## src/design/smt_pkg.sv

```systemverilog
// Package for the sorted multiset table: operation, status, cell command and
// controller state types shared by the interfaces, the cells and the top level.
// Depends on nothing.
`default_nettype none

package smt_pkg;

	// Widths of the fixed payload fields.
	localparam int unsigned ValueW = 32;
	localparam int unsigned CountW = 5;

	// Operation codes carried by an input transfer.
	typedef enum logic [1:0] {
		OP_INSERT     = 2'd0,
		OP_REMOVE_ONE = 2'd1,
		OP_REMOVE_ALL = 2'd2,
		OP_CLEAR      = 2'd3
	} op_t;

	// Status codes carried by a result transfer.
	typedef enum logic [1:0] {
		ST_OK        = 2'd0,
		ST_NOT_FOUND = 2'd1,
		ST_FULL      = 2'd2
	} status_t;

	// What every cell of the row does.
	typedef enum logic [1:0] {
		CM_HOLD   = 2'd0,
		CM_INSERT = 2'd1,
		CM_REMOVE = 2'd2
	} cell_mode_t;

	// Command broadcast to the row of cells.
	typedef struct packed {
		cell_mode_t               mode;
		logic signed [ValueW-1:0] value;
	} cell_cmd_t;

	// Controller states.
	typedef enum logic {
		S_IDLE  = 1'b0,
		S_SWEEP = 1'b1
	} state_t;

endpackage

`default_nettype wire

```

## src/design/smt_in_if.sv

```systemverilog
// Input channel of the sorted multiset table: valid/ready with operation and value.
// Depends on smt_pkg.
`default_nettype none

interface smt_in_if;
	logic                             valid;
	logic                             ready;
	smt_pkg::op_t                     op;
	logic signed [smt_pkg::ValueW-1:0] value;

	modport source(output valid, output op, output value, input ready);
	modport sink(input valid, input op, input value, output ready);
endinterface

`default_nettype wire

```

## src/design/smt_out_if.sv

```systemverilog
// Result channel of the sorted multiset table: valid/ready with status and counts.
// Depends on smt_pkg.
`default_nettype none

interface smt_out_if;
	logic                              valid;
	logic                              ready;
	smt_pkg::status_t                  status;
	logic [smt_pkg::CountW-1:0]        removed_count;
	logic [smt_pkg::CountW-1:0]        entry_count;
	logic signed [smt_pkg::ValueW-1:0] smallest;

	modport source(output valid, output status, output removed_count,
		output entry_count, output smallest, input ready);
	modport sink(input valid, input status, input removed_count,
		input entry_count, input smallest, output ready);
endinterface

`default_nettype wire

```

## src/design/smt_cell.sv

```systemverilog
// One cell of the sorted row: holds one entry, compares it with the broadcast
// value and shifts toward either neighbor on insert or remove. Depends on smt_pkg.
`default_nettype none

module smt_cell (
	input  wire logic                              clk,
	input  wire smt_pkg::cell_cmd_t                cmd,
	input  wire logic                              valid,
	input  wire logic                              left_lt,
	input  wire logic signed [smt_pkg::ValueW-1:0] left_data,
	input  wire logic signed [smt_pkg::ValueW-1:0] right_data,
	output logic signed [smt_pkg::ValueW-1:0]      data,
	output logic signed [smt_pkg::ValueW-1:0]      data_next,
	output logic                                   lt,
	output logic                                   eq
);
	import smt_pkg::*;

	logic signed [ValueW-1:0] data_q;

	// Compare the held entry with the broadcast value.
	assign lt   = valid && (data_q < cmd.value);
	assign eq   = valid && (data_q == cmd.value);
	assign data = data_q;

	// Entries below the position stay; the rest move one place.
	always_comb begin
		data_next = data_q;
		case (cmd.mode)
			CM_INSERT: begin
				if (!lt) begin
					data_next = left_lt ? cmd.value : left_data;
				end
			end
			CM_REMOVE: begin
				if (!lt) begin
					data_next = right_data;
				end
			end
			default: begin
				data_next = data_q;
			end
		endcase
	end

	always_ff @(posedge clk) begin
		data_q <= data_next;
	end

endmodule

`default_nettype wire

```

## src/design/sorted_multiset_table.sv

```systemverilog
// Top level of the sorted multiset table: row of comparing cells, occupancy
// counter, operation controller and result register.
// Depends on smt_pkg, smt_in_if, smt_out_if and smt_cell.
//
//   channel  modport  payload                                      moves
//   req      sink     op, value                                    one operation
//   rsp      source   status, removed_count, entry_count, smallest one result
//
// Insert, remove one and clear write their result to the output register at the
// edge the operation is accepted.
// Remove all walks the row one occurrence per cycle: after the transfer, each
// matching entry is removed by a shift of the cell chain, and the sweep ends by
// writing the result once no match is found and the result register is free.
// A new operation is accepted while idle and the result register is free or
// being drained in that cycle. Reset clears the occupancy and the result valid.
`default_nettype none

module sorted_multiset_table #(
	parameter int unsigned DEPTH = 16
) (
	input  wire logic clk,
	input  wire logic arst_n,
	smt_in_if.sink    req,
	smt_out_if.source rsp
);
	import smt_pkg::*;

	localparam int unsigned CW = $clog2(DEPTH + 1);

	state_t              state_q, state_d;
	logic [CW-1:0]       count_q, count_d;
	logic [CW-1:0]       removed_q, removed_d;
	logic signed [ValueW-1:0] value_q;
	cell_cmd_t           cmd;

	logic signed [ValueW-1:0] cell_data [DEPTH];
	logic signed [ValueW-1:0] cell_next [DEPTH];
	logic [DEPTH-1:0]    cell_lt;
	logic [DEPTH-1:0]    cell_eq;
	logic [DEPTH-1:0]    cell_valid;
	logic                found;
	logic                out_free;
	logic                res_load;
	status_t             res_status;
	logic [CW-1:0]       res_removed;

	logic [CW+CountW-1:0] removed_ext;
	logic [CW+CountW-1:0] count_ext;

	assign found    = |cell_eq;
	assign out_free = !rsp.valid || rsp.ready;
	assign req.ready = (state_q == S_IDLE) && out_free;

	// Cell row; left end sees the new value, right end its own data.
	for (genvar i = 0; i < DEPTH; i++) begin : g_cell
		localparam logic [CW-1:0] Index = CW'(i);
		logic                     left_lt;
		logic signed [ValueW-1:0] left_data;
		logic signed [ValueW-1:0] right_data;

		assign cell_valid[i] = Index < count_q;
		if (i == 0) begin : g_first
			assign left_lt   = 1'b1;
			assign left_data = cmd.value;
		end else begin : g_inner_left
			assign left_lt   = cell_lt[i-1];
			assign left_data = cell_data[i-1];
		end
		if (i == DEPTH - 1) begin : g_last
			assign right_data = cell_data[i];
		end else begin : g_inner_right
			assign right_data = cell_data[i+1];
		end

		smt_cell u_cell (
			.clk        (clk),
			.cmd        (cmd),
			.valid      (cell_valid[i]),
			.left_lt    (left_lt),
			.left_data  (left_data),
			.right_data (right_data),
			.data       (cell_data[i]),
			.data_next  (cell_next[i]),
			.lt         (cell_lt[i]),
			.eq         (cell_eq[i])
		);
	end

	// Next state of the controller.
	always_comb begin
		state_d = state_q;
		unique case (state_q)
			S_IDLE: begin
				if (req.valid && req.ready && req.op == OP_REMOVE_ALL) begin
					state_d = S_SWEEP;
				end
			end
			S_SWEEP: begin
				if (!found && out_free) begin
					state_d = S_IDLE;
				end
			end
			default: begin
				state_d = S_IDLE;
			end
		endcase
	end

	// Cell command, counters and result of the controller.
	always_comb begin
		cmd.mode    = CM_HOLD;
		cmd.value   = req.value;
		count_d     = count_q;
		removed_d   = removed_q;
		res_load    = 1'b0;
		res_status  = ST_OK;
		res_removed = '0;
		unique case (state_q)
			S_IDLE: begin
				if (req.valid && req.ready) begin
					unique case (req.op)
						OP_INSERT: begin
							res_load = 1'b1;
							if (count_q == CW'(DEPTH)) begin
								res_status = ST_FULL;
							end else begin
								cmd.mode = CM_INSERT;
								count_d  = count_q + 1'b1;
							end
						end
						OP_REMOVE_ONE: begin
							res_load = 1'b1;
							if (found) begin
								cmd.mode    = CM_REMOVE;
								count_d     = count_q - 1'b1;
								res_removed = CW'(1);
							end else begin
								res_status = ST_NOT_FOUND;
							end
						end
						OP_REMOVE_ALL: begin
							removed_d = '0;
						end
						OP_CLEAR: begin
							res_load    = 1'b1;
							res_removed = count_q;
							count_d     = '0;
						end
						default: begin
							res_load = 1'b0;
						end
					endcase
				end
			end
			S_SWEEP: begin
				cmd.value = value_q;
				if (found) begin
					cmd.mode  = CM_REMOVE;
					count_d   = count_q - 1'b1;
					removed_d = removed_q + 1'b1;
				end else if (out_free) begin
					res_load    = 1'b1;
					res_removed = removed_q;
					res_status  = (removed_q == '0) ? ST_NOT_FOUND : ST_OK;
				end
			end
			default: begin
				cmd.mode = CM_HOLD;
			end
		endcase
	end

	// Controller registers.
	always_ff @(posedge clk or negedge arst_n) begin
		if (!arst_n) begin
			state_q   <= S_IDLE;
			count_q   <= '0;
			removed_q <= '0;
		end else begin
			state_q   <= state_d;
			count_q   <= count_d;
			removed_q <= removed_d;
		end
	end

	// The value under removal is held for the sweep.
	always_ff @(posedge clk) begin
		if (state_q == S_IDLE) begin
			value_q <= req.value;
		end
	end

	// Counts are reported modulo the field width.
	assign removed_ext = {{CountW{1'b0}}, res_removed};
	assign count_ext   = {{CountW{1'b0}}, count_d};

	// Result register valid.
	always_ff @(posedge clk or negedge arst_n) begin
		if (!arst_n) begin
			rsp.valid <= 1'b0;
		end else if (res_load) begin
			rsp.valid <= 1'b1;
		end else if (rsp.ready) begin
			rsp.valid <= 1'b0;
		end
	end

	// Result register payload.
	always_ff @(posedge clk) begin
		if (res_load) begin
			rsp.status        <= res_status;
			rsp.removed_count <= removed_ext[CountW-1:0];
			rsp.entry_count   <= count_ext[CountW-1:0];
			rsp.smallest      <= (count_d != '0) ? cell_next[0] : '0;
		end
	end

endmodule

`default_nettype wire
```

## src/flat_wrapper.sv

```systemverilog
// flat-port wrapper written by rule: the top's interface ports become plain ports
module sorted_multiset_table_flat import smt_pkg::*;
#(
	parameter int unsigned DEPTH = 16
)
  (clk, arst_n, req_valid, req_op, req_value, req_ready, rsp_valid, rsp_status, rsp_removed_count, rsp_entry_count, rsp_smallest, rsp_ready);
  smt_in_if req_i ();
  smt_out_if rsp_i ();
  input  wire logic clk;
  input  wire logic arst_n;
  input wire logic [$bits(req_i.valid)-1:0] req_valid;
  input wire logic [$bits(req_i.op)-1:0] req_op;
  input wire logic [$bits(req_i.value)-1:0] req_value;
  output wire logic [$bits(req_i.ready)-1:0] req_ready;
  output wire logic [$bits(rsp_i.valid)-1:0] rsp_valid;
  output wire logic [$bits(rsp_i.status)-1:0] rsp_status;
  output wire logic [$bits(rsp_i.removed_count)-1:0] rsp_removed_count;
  output wire logic [$bits(rsp_i.entry_count)-1:0] rsp_entry_count;
  output wire logic [$bits(rsp_i.smallest)-1:0] rsp_smallest;
  input wire logic [$bits(rsp_i.ready)-1:0] rsp_ready;
  assign req_i.valid = req_valid;
  assign req_i.op = req_op;
  assign req_i.value = req_value;
  assign req_ready = req_i.ready;
  assign rsp_valid = rsp_i.valid;
  assign rsp_status = rsp_i.status;
  assign rsp_removed_count = rsp_i.removed_count;
  assign rsp_entry_count = rsp_i.entry_count;
  assign rsp_smallest = rsp_i.smallest;
  assign rsp_i.ready = rsp_ready;
  sorted_multiset_table #(.DEPTH(DEPTH)) u_core (.clk(clk), .arst_n(arst_n), .req(req_i), .rsp(rsp_i));
endmodule
```

## config.mk

```make
export PLATFORM = sky130hd
export DESIGN_NAME = sorted_multiset_table_flat
export DESIGN_NICKNAME = d
export VERILOG_FILES = /design/src/design/smt_pkg.sv /design/src/design/smt_in_if.sv /design/src/design/smt_out_if.sv /design/src/design/smt_cell.sv /design/src/design/sorted_multiset_table.sv /design/src/flat_wrapper.sv
export SDC_FILE = /design/constraint.sdc
export NUM_CORES = 2
export LEC_CHECK = 0
export BUFFER_PORTS_ARGS = -buffer_cell sky130_fd_sc_hd__buf_2
export CAP_MARGIN = 25
export CORE_MARGIN = 10
export CORE_UTILIZATION = 35
export DETAILED_ROUTE_END_ITERATION = 10
export GPL_ROUTABILITY_DRIVEN = 0
export HOLD_SLACK_MARGIN = 0.15
export PLACE_DENSITY = 0.57
export SKIP_CTS_REPAIR_TIMING = 1
export SYNTH_ARGS = -nofsm -noshare
export SYNTH_HDL_FRONTEND = slang
export SYNTH_SLANG_ARGS = --single-unit
export TNS_END_PERCENT = 50
```

## constraint.sdc

```tcl
create_clock -name clk -period 12.9 [get_ports clk]
set_input_delay 0 -clock clk [delete_from_list [all_inputs] [get_ports clk]]
set_output_delay 0 -clock clk [all_outputs]
set_load 0.02 [all_outputs]
```

; Yosys cells after proc, flatten, opt, wreduce, memory -nomap -nowiden
; Index checks and enable logic that the tools add are counted.
; Widths: inputs -> output; s select.
[word_totals]
regBits = 600
inputBits = 38
out_inout_bits = 46
word_cells = 276
[op_classes]
n_addsub = 3
order_cmp = 32
eq_ne = 53
muxes = 99
n_bitwise = 2
n_reduce_logical = 62
[ops]
columns = operator, n
row1 = $mux 32, 46
row2 = $pmux 32 s2, 15
row3 = $eq 32x32->1, 16
row4 = $lt 32x32->1, 16
row5 = $ne 2x2->1 const B, 31
row6 = $mux 5, 9
row7 = $reduce_and 3->1, 15
row8 = $lt 4x5->1 const A, 8
row9 = $pmux 5 s2, 4
row10 = $logic_and 1x1->1, 36
row11 = $lt 3x5->1 const A, 4
row12 = $pmux 2 s2, 4
row13 = $reduce_or 16->1, 1
row14 = $pmux 5 s3, 1
row15 = $mux 1, 12
row16 = $mux 2, 6
row17 = $add 5x1->5 const B, 2
row18 = $lt 1x5->1 const A, 2
row19 = $lt 2x5->1 const A, 2
row20 = $eq 2x2->1 const B, 3
row21 = $eq 5x5->1 const B, 1
row22 = $logic_not 5->1, 1
row23 = $reduce_bool 5->1, 1
row24 = $sub 5x1->5 const B, 1
row25 = other kinds (9), 14

; Longest topological paths before layout
[depth]
word_depth = 11
ltp_mapped = 21

; Hierarchy
; From an unflattened synthesis, not the netlist that was laid out.
[unflattened]
cells_unflattened = 6264
hier_area_um2 = 49020.8
[by_module_without_submodules]
columns = module, n_inst, cells_per_inst, area_each_um2, seq_area_each_um2
row1 = smt_cell at u_core.g_cell[0].u_cell ..., 14, 385, 2837.7, 640.6
row2 = sorted_multiset_table, 1, 310, 3833.7, 2262.2
row3 = smt_cell at u_core.g_cell[14].u_cell, 1, 282, 2730.1, 640.6
row4 = smt_cell at u_core.g_cell[9].u_cell, 1, 282, 2728.9, 640.6

; Worst setup path before layout
; OpenSTA, ideal clock, no wires.
[synth_timing]
path_type = flip-flop to flip-flop
startpoint = reg u_core.state_q
endpoint = reg u_core.g_cell[12].u_cell.data_q[0], enable pin
setup_ps = 441
arrival_time_ps = 6018
required_time_ps = 12459
slack_ps = 6442
path_stages_with_launch = 17
path_cell_list = dfrtp_1 -> clkbuf_1 -> clkbuf_1 -> mux2i_1 -> ha_1 -> nor2b_1 -> o21a_1 -> o21ai_0 -> a21oi_1 -> o31a_1 -> o31a_1 -> o21ba_2 -> clkbuf_1 -> or2_1 -> clkbuf_1 -> buf_2 -> a31oi_1
[synth_via]
elab_chain_cells = 11
elab_cells_between_ends = 49
classes_between = order compare (1) / eq/ne (20) / mux (5) / bitwise (1) / reduce/logical (22)
[synth_rtl]
columns = item, line
row1 = start: declaration, sorted_multiset_table.sv:30  ; state_t state_q, state_d;
row2 = start signal: assignment, sorted_multiset_table.sv:180  ; state_q <= state_d;
row3 = $mux 32, n/a
row4 = $eq 32x32->1, smt_cell.sv:23  ; assign eq = valid && (data_q == cmd.value);
row5 = $logic_and 1x1->1, smt_cell.sv:23
row6 = $reduce_or 16->1, sorted_multiset_table.sv:50  ; assign found = |cell_eq;
row7 = $mux 2, "sorted_multiset_table.sv:133, sorted_multiset_table.sv:157"
row8 = $pmux 2 s2, sorted_multiset_table.sv:121  ; unique case (req.op)
row9 = $mux 2, sorted_multiset_table.sv:120  ; if (req.valid && req.ready) begin
row10 = $pmux 2 s2, sorted_multiset_table.sv:118  ; unique case (state_q)
row11 = $eq 2x1->1 or $eq 2x2->1 (tied branches), smt_cell.sv:29  ; case (cmd.mode)
row12 = $ne 2x2->1 (no line) or $reduce_bool 2->1 (tied branches), n/a
row13 = $reduce_and 3->1 (no line) (*), n/a
row14 = end signal: assignment, smt_cell.sv:47  ; data_q <= data_next;
row15 = end: declaration, smt_cell.sv:19  ; logic signed [ValueW-1:0] data_q;
; Every way passes the cells marked *; elsewhere a longest branch is shown, timed or not.
; A chain may end at the register's enable or synchronous reset.

==> metrics.md <==
| Metric | Value |
|---|---|
| Outcome | finished clean |
| DRC viols | 0 |
| Arr. time, crit path | 7.57 ns |
| Vias per inst | 6.29 |
| Worst Setup SP | u_core.state_q |
| Delay of the slowest critical-path stage | between 0.9 and 1 ns |
| Largest net degree at the start of global routing | between 100 and 150 |
| RSZ-0062 raised after global routing | false |
| Complex-gate fraction of the synthesized area | between 20 and 25% |
| Final setup vio count | 0 |
| First-pass GRT wire length | 244 mm |
| PwrDens | about 150 nW/um^2 |
| Die width | 373 um |
| Tcrit/Tclk final | between 50% and 60% |
| TritonCTS clock tree | yes |
| DPL Wire Length | about 120 mm |
| Num Clock Sinks | 600 |
| Die height | between 300 and 400 um |
| Asr flop ratio synth | about 2% |
| Post-layout util | roughly two fifths |
| Core area | 124000 sq um |
| Hold path start | req_value[26] |
| Path depth of the worst reg2reg path | 14 |
| Design Area, Final | around 49000 sq um |
| CP Capture Type | register |
| Max-Cap Viols | 0 |
| Crit path kind | register to register |
| Starting Density | a little over a third |
| Pins Over Slew Limit | 0 |
| Initial antenna violation count | 4 |
| Post-Synth XOR/XNOR Area | less than 1% |
| WHS Path Cells | 5 |
| Worst-margin pin slew | approximately 1.1 ns |
| H-tree depth | 3 |
| Synthesized Nets | 4952 |
| Cells after synthesis | roughly 4400 |
| Design Power | about 7.3 mW |
| WL final | 165 mm |
| R2R Path End | u_core.g_cell[8].u_cell.data[1] |
| Root Buffer | clkbuf_16 |
| DRT iter0 DRCs | 3979 |
| Post-synthesis sequential area ratio | 39.8% |
| Most frequent cells in the layout | 524 x edfxtp_1, 519 x ha_1, 326 x o21ai_0, 324 x nand2_1, 266 x nor2_1 |
| Vias in the first global route | approximately 36000 |
| TritonCTS buffer count | between 70 and 80 |
| Final hold viol count | 0 |
| DP Area | about 46000 sq um |
| Flop-to-flop setup slack | 5.72 ns |
| Clock Latency Late Sink | 0.66 ns |
| Drt pass-1 iters | 6 |
| Hold EP | u_core.value_q[26] |
| Post-Syn Area | approximately 44000 sq um |
| WL per Instance | 27.2 um |
| Ys flop type | edfxtp_1 |
| Static Leak | 18.9 nW |
| Yosys reg bits | 600 |
| Worst path required time | ~13 ns |
| Via count | 38100 |
| Filler cells | 12100 |
| Slowest cell on crit path | mux2i_4 |
| Leading cell type in the layout, fill and taps excluded | edfxtp_1 |
| Layout cell share with drive strength beyond 1 | 11.4% |
| Final Skew | 0.0295 ns |
| Synth Area in Simple Gates | 14.3% |
| Post-synthesis adder-cell area fraction | 14.9% |
| IO Port Bufs | just over 80 |
| Post-synthesis mux area share | 4.00% |
| YS warnings | 0 |
| Cell Chain, Critical Path | buf_4, mux2i_4, ha_1, nand4_1, nor4_1, nand3_1, o2111ai_1, nor3_1, a31oi_1, ha_4, buf_4, buf_4, nor2_1, a221o_1 |
| Reg2reg start | u_core.state_q |
| Clk buf depth | 3 |
| Setup TNS | 0 ns |
| Final #Nets | 4927 |
| Relative slew slack | between 20 and 30% |
| Min Tclk post-route | just over 7 ns |
| All-Layer GR Usage | between 20% and 30% |
| Antenna Nets Post-Route | 0 |
| Syn_area_per_cell | just under 10 sq um |
| Startpoint Class | register |
| Die area | about 140000 sq um |
| Worst-path clk slew | around 0.06 ns |
| N_diodes | 0 |
| Yosys cell types | 91 |
| Largest family of logic cells by synthesized area | compound AO/OA/AOI/OAI gates |
| Synth-to-layout area growth | 11.9% |
| GRT overflow | 0 |
| Crit-path max FO | 88 |
| Hold crit path type | input port to register |
| Number of synthesized flops with an enable pin | 524 |
| Rows | roughly 130 |
| # IOs | 84 |
| VDD IR max | around 0.14 mV |
| Fmax | roughly 140 MHz |
| Most used cell, CP | buf_4 |
-- where the power goes --
group	switching, mW	internal (mW)	total [mW]
clock	0.902	1.20	2.10
sequential	0.189	2.45	2.64
combinational	1.65	0.890	2.54
total	2.74	4.55	7.29
-- routing by layer --
| layer | GRT usage, % | part of all wire (%) | vias up |
|---|---|---|---|
| li1 | - | - | 17200 |
| met1 | 30.8 | 44 | 18900 |
| met2 | 35.6 | 45 | 1675 |
| met3 | 3.98 | 7.6 | 270 |
| met4 | 8.03 | 3.6 | 0 |
| met5 | 0 | 0 | - |
-- worst max-delay path by stage --
stage | slack, ns | depth (start not counted) | endpoint
floorplan | 6.44 | 16 | u_core.g_cell[12].u_cell.data[0]
global placement | 5.34 | 15 | u_core.g_cell[7].u_cell.data[18]
detailed placement | 5.85 | 14 | u_core.g_cell[5].u_cell.data[1]
CTS | 5.84 | 14 | u_core.g_cell[5].u_cell.data[2]
global route | 5.35 | 18 | u_core.g_cell[4].u_cell.data[1]
finish | 5.72 | 14 | u_core.g_cell[8].u_cell.data[1]
-- kinds of logic after synthesis --
kind of cell / after synthesis
XOR/XNOR: 6
buffers and inverters: 515
adder cells (fa/ha/maj): 520
AND/OR/NAND/NOR: 1213
flip-flops: 600
multiplexers: 169
AO/OA/AOI/OAI: 1371
-- cell type report --
cell class	count	area [sq um]	area share, %
Timing Repair Buffer	202	1360	2.79
Clock inverter	31	290	0.596
Multi-Input combinational cell	3279	24800	51.0
Sequential cell	600	17300	35.6
Tap cell	1637	2050	4.21
Clock buffer	102	2070	4.24
Inverter	213	801	1.64
-- synth_stat cells (all sizes together) (37+ instances only) --
cell | count | area, sq um
a21o | 152 | 1140
clkbuf | 251 | 942
buf | 51 | 312
nor3b | 66 | 495
inv | 183 | 687
edfxtp | 524 | 15700
a21oi | 245 | 1230
ha | 520 | 6510
a221oi | 41 | 365
o221ai | 66 | 578
nand2 | 327 | 1230
nor4 | 86 | 581
and3 | 37 | 231
dfxtp | 64 | 1280
mux2 | 38 | 428
and4 | 37 | 324
a221o | 125 | 1250
o21ai | 355 | 1780
nand4 | 137 | 863
nor3 | 107 | 573
nor2 | 268 | 1010
or2 | 40 | 250
a31oi | 42 | 269
a211oi | 75 | 586
o311ai | 102 | 893
mux2i | 131 | 1320
-- registers in the layout, summed over array words and instances, names as in the netlist --
register / count
u_core.value_q: 32
u_core.rsp.valid: 1
u_core.g_cell.u_cell.data: 512
u_core.rsp.smallest: 32
u_core.rsp.entry_count: 5
u_core.rsp.status: 2
u_core.state_q: 1
u_core.count_q: 5
u_core.rsp.removed_count: 5
u_core.removed_q: 5
-- through the flow --
stage	worst slack, ns	cells	hold slack, ns
final	5.72	6064	0.178
after global routing	5.35	6064	0.162
after CTS	5.84	6054	-0.767
after detailed placement	5.85	5921	-0.0717
after global placement	5.34	5917	-0.0762
after floorplan	6.44	4394	-0.296
-- critical path, delay by kind of cell (launching register included) --
| kind | cells | cell delay [ns] |
|---|---|---|
| multiplexers | 1 | 0.98 |
| flip-flops | 1 | 0.66 |
| buffers and inverters | 3 | 2.20 |
| AND/OR/NAND/NOR | 5 | 1.66 |
| adder cells (fa/ha/maj) | 2 | 0.47 |
| AO/OA/AOI/OAI | 3 | 0.83 |
Note: power is estimated with default switching activity, not from simulation.
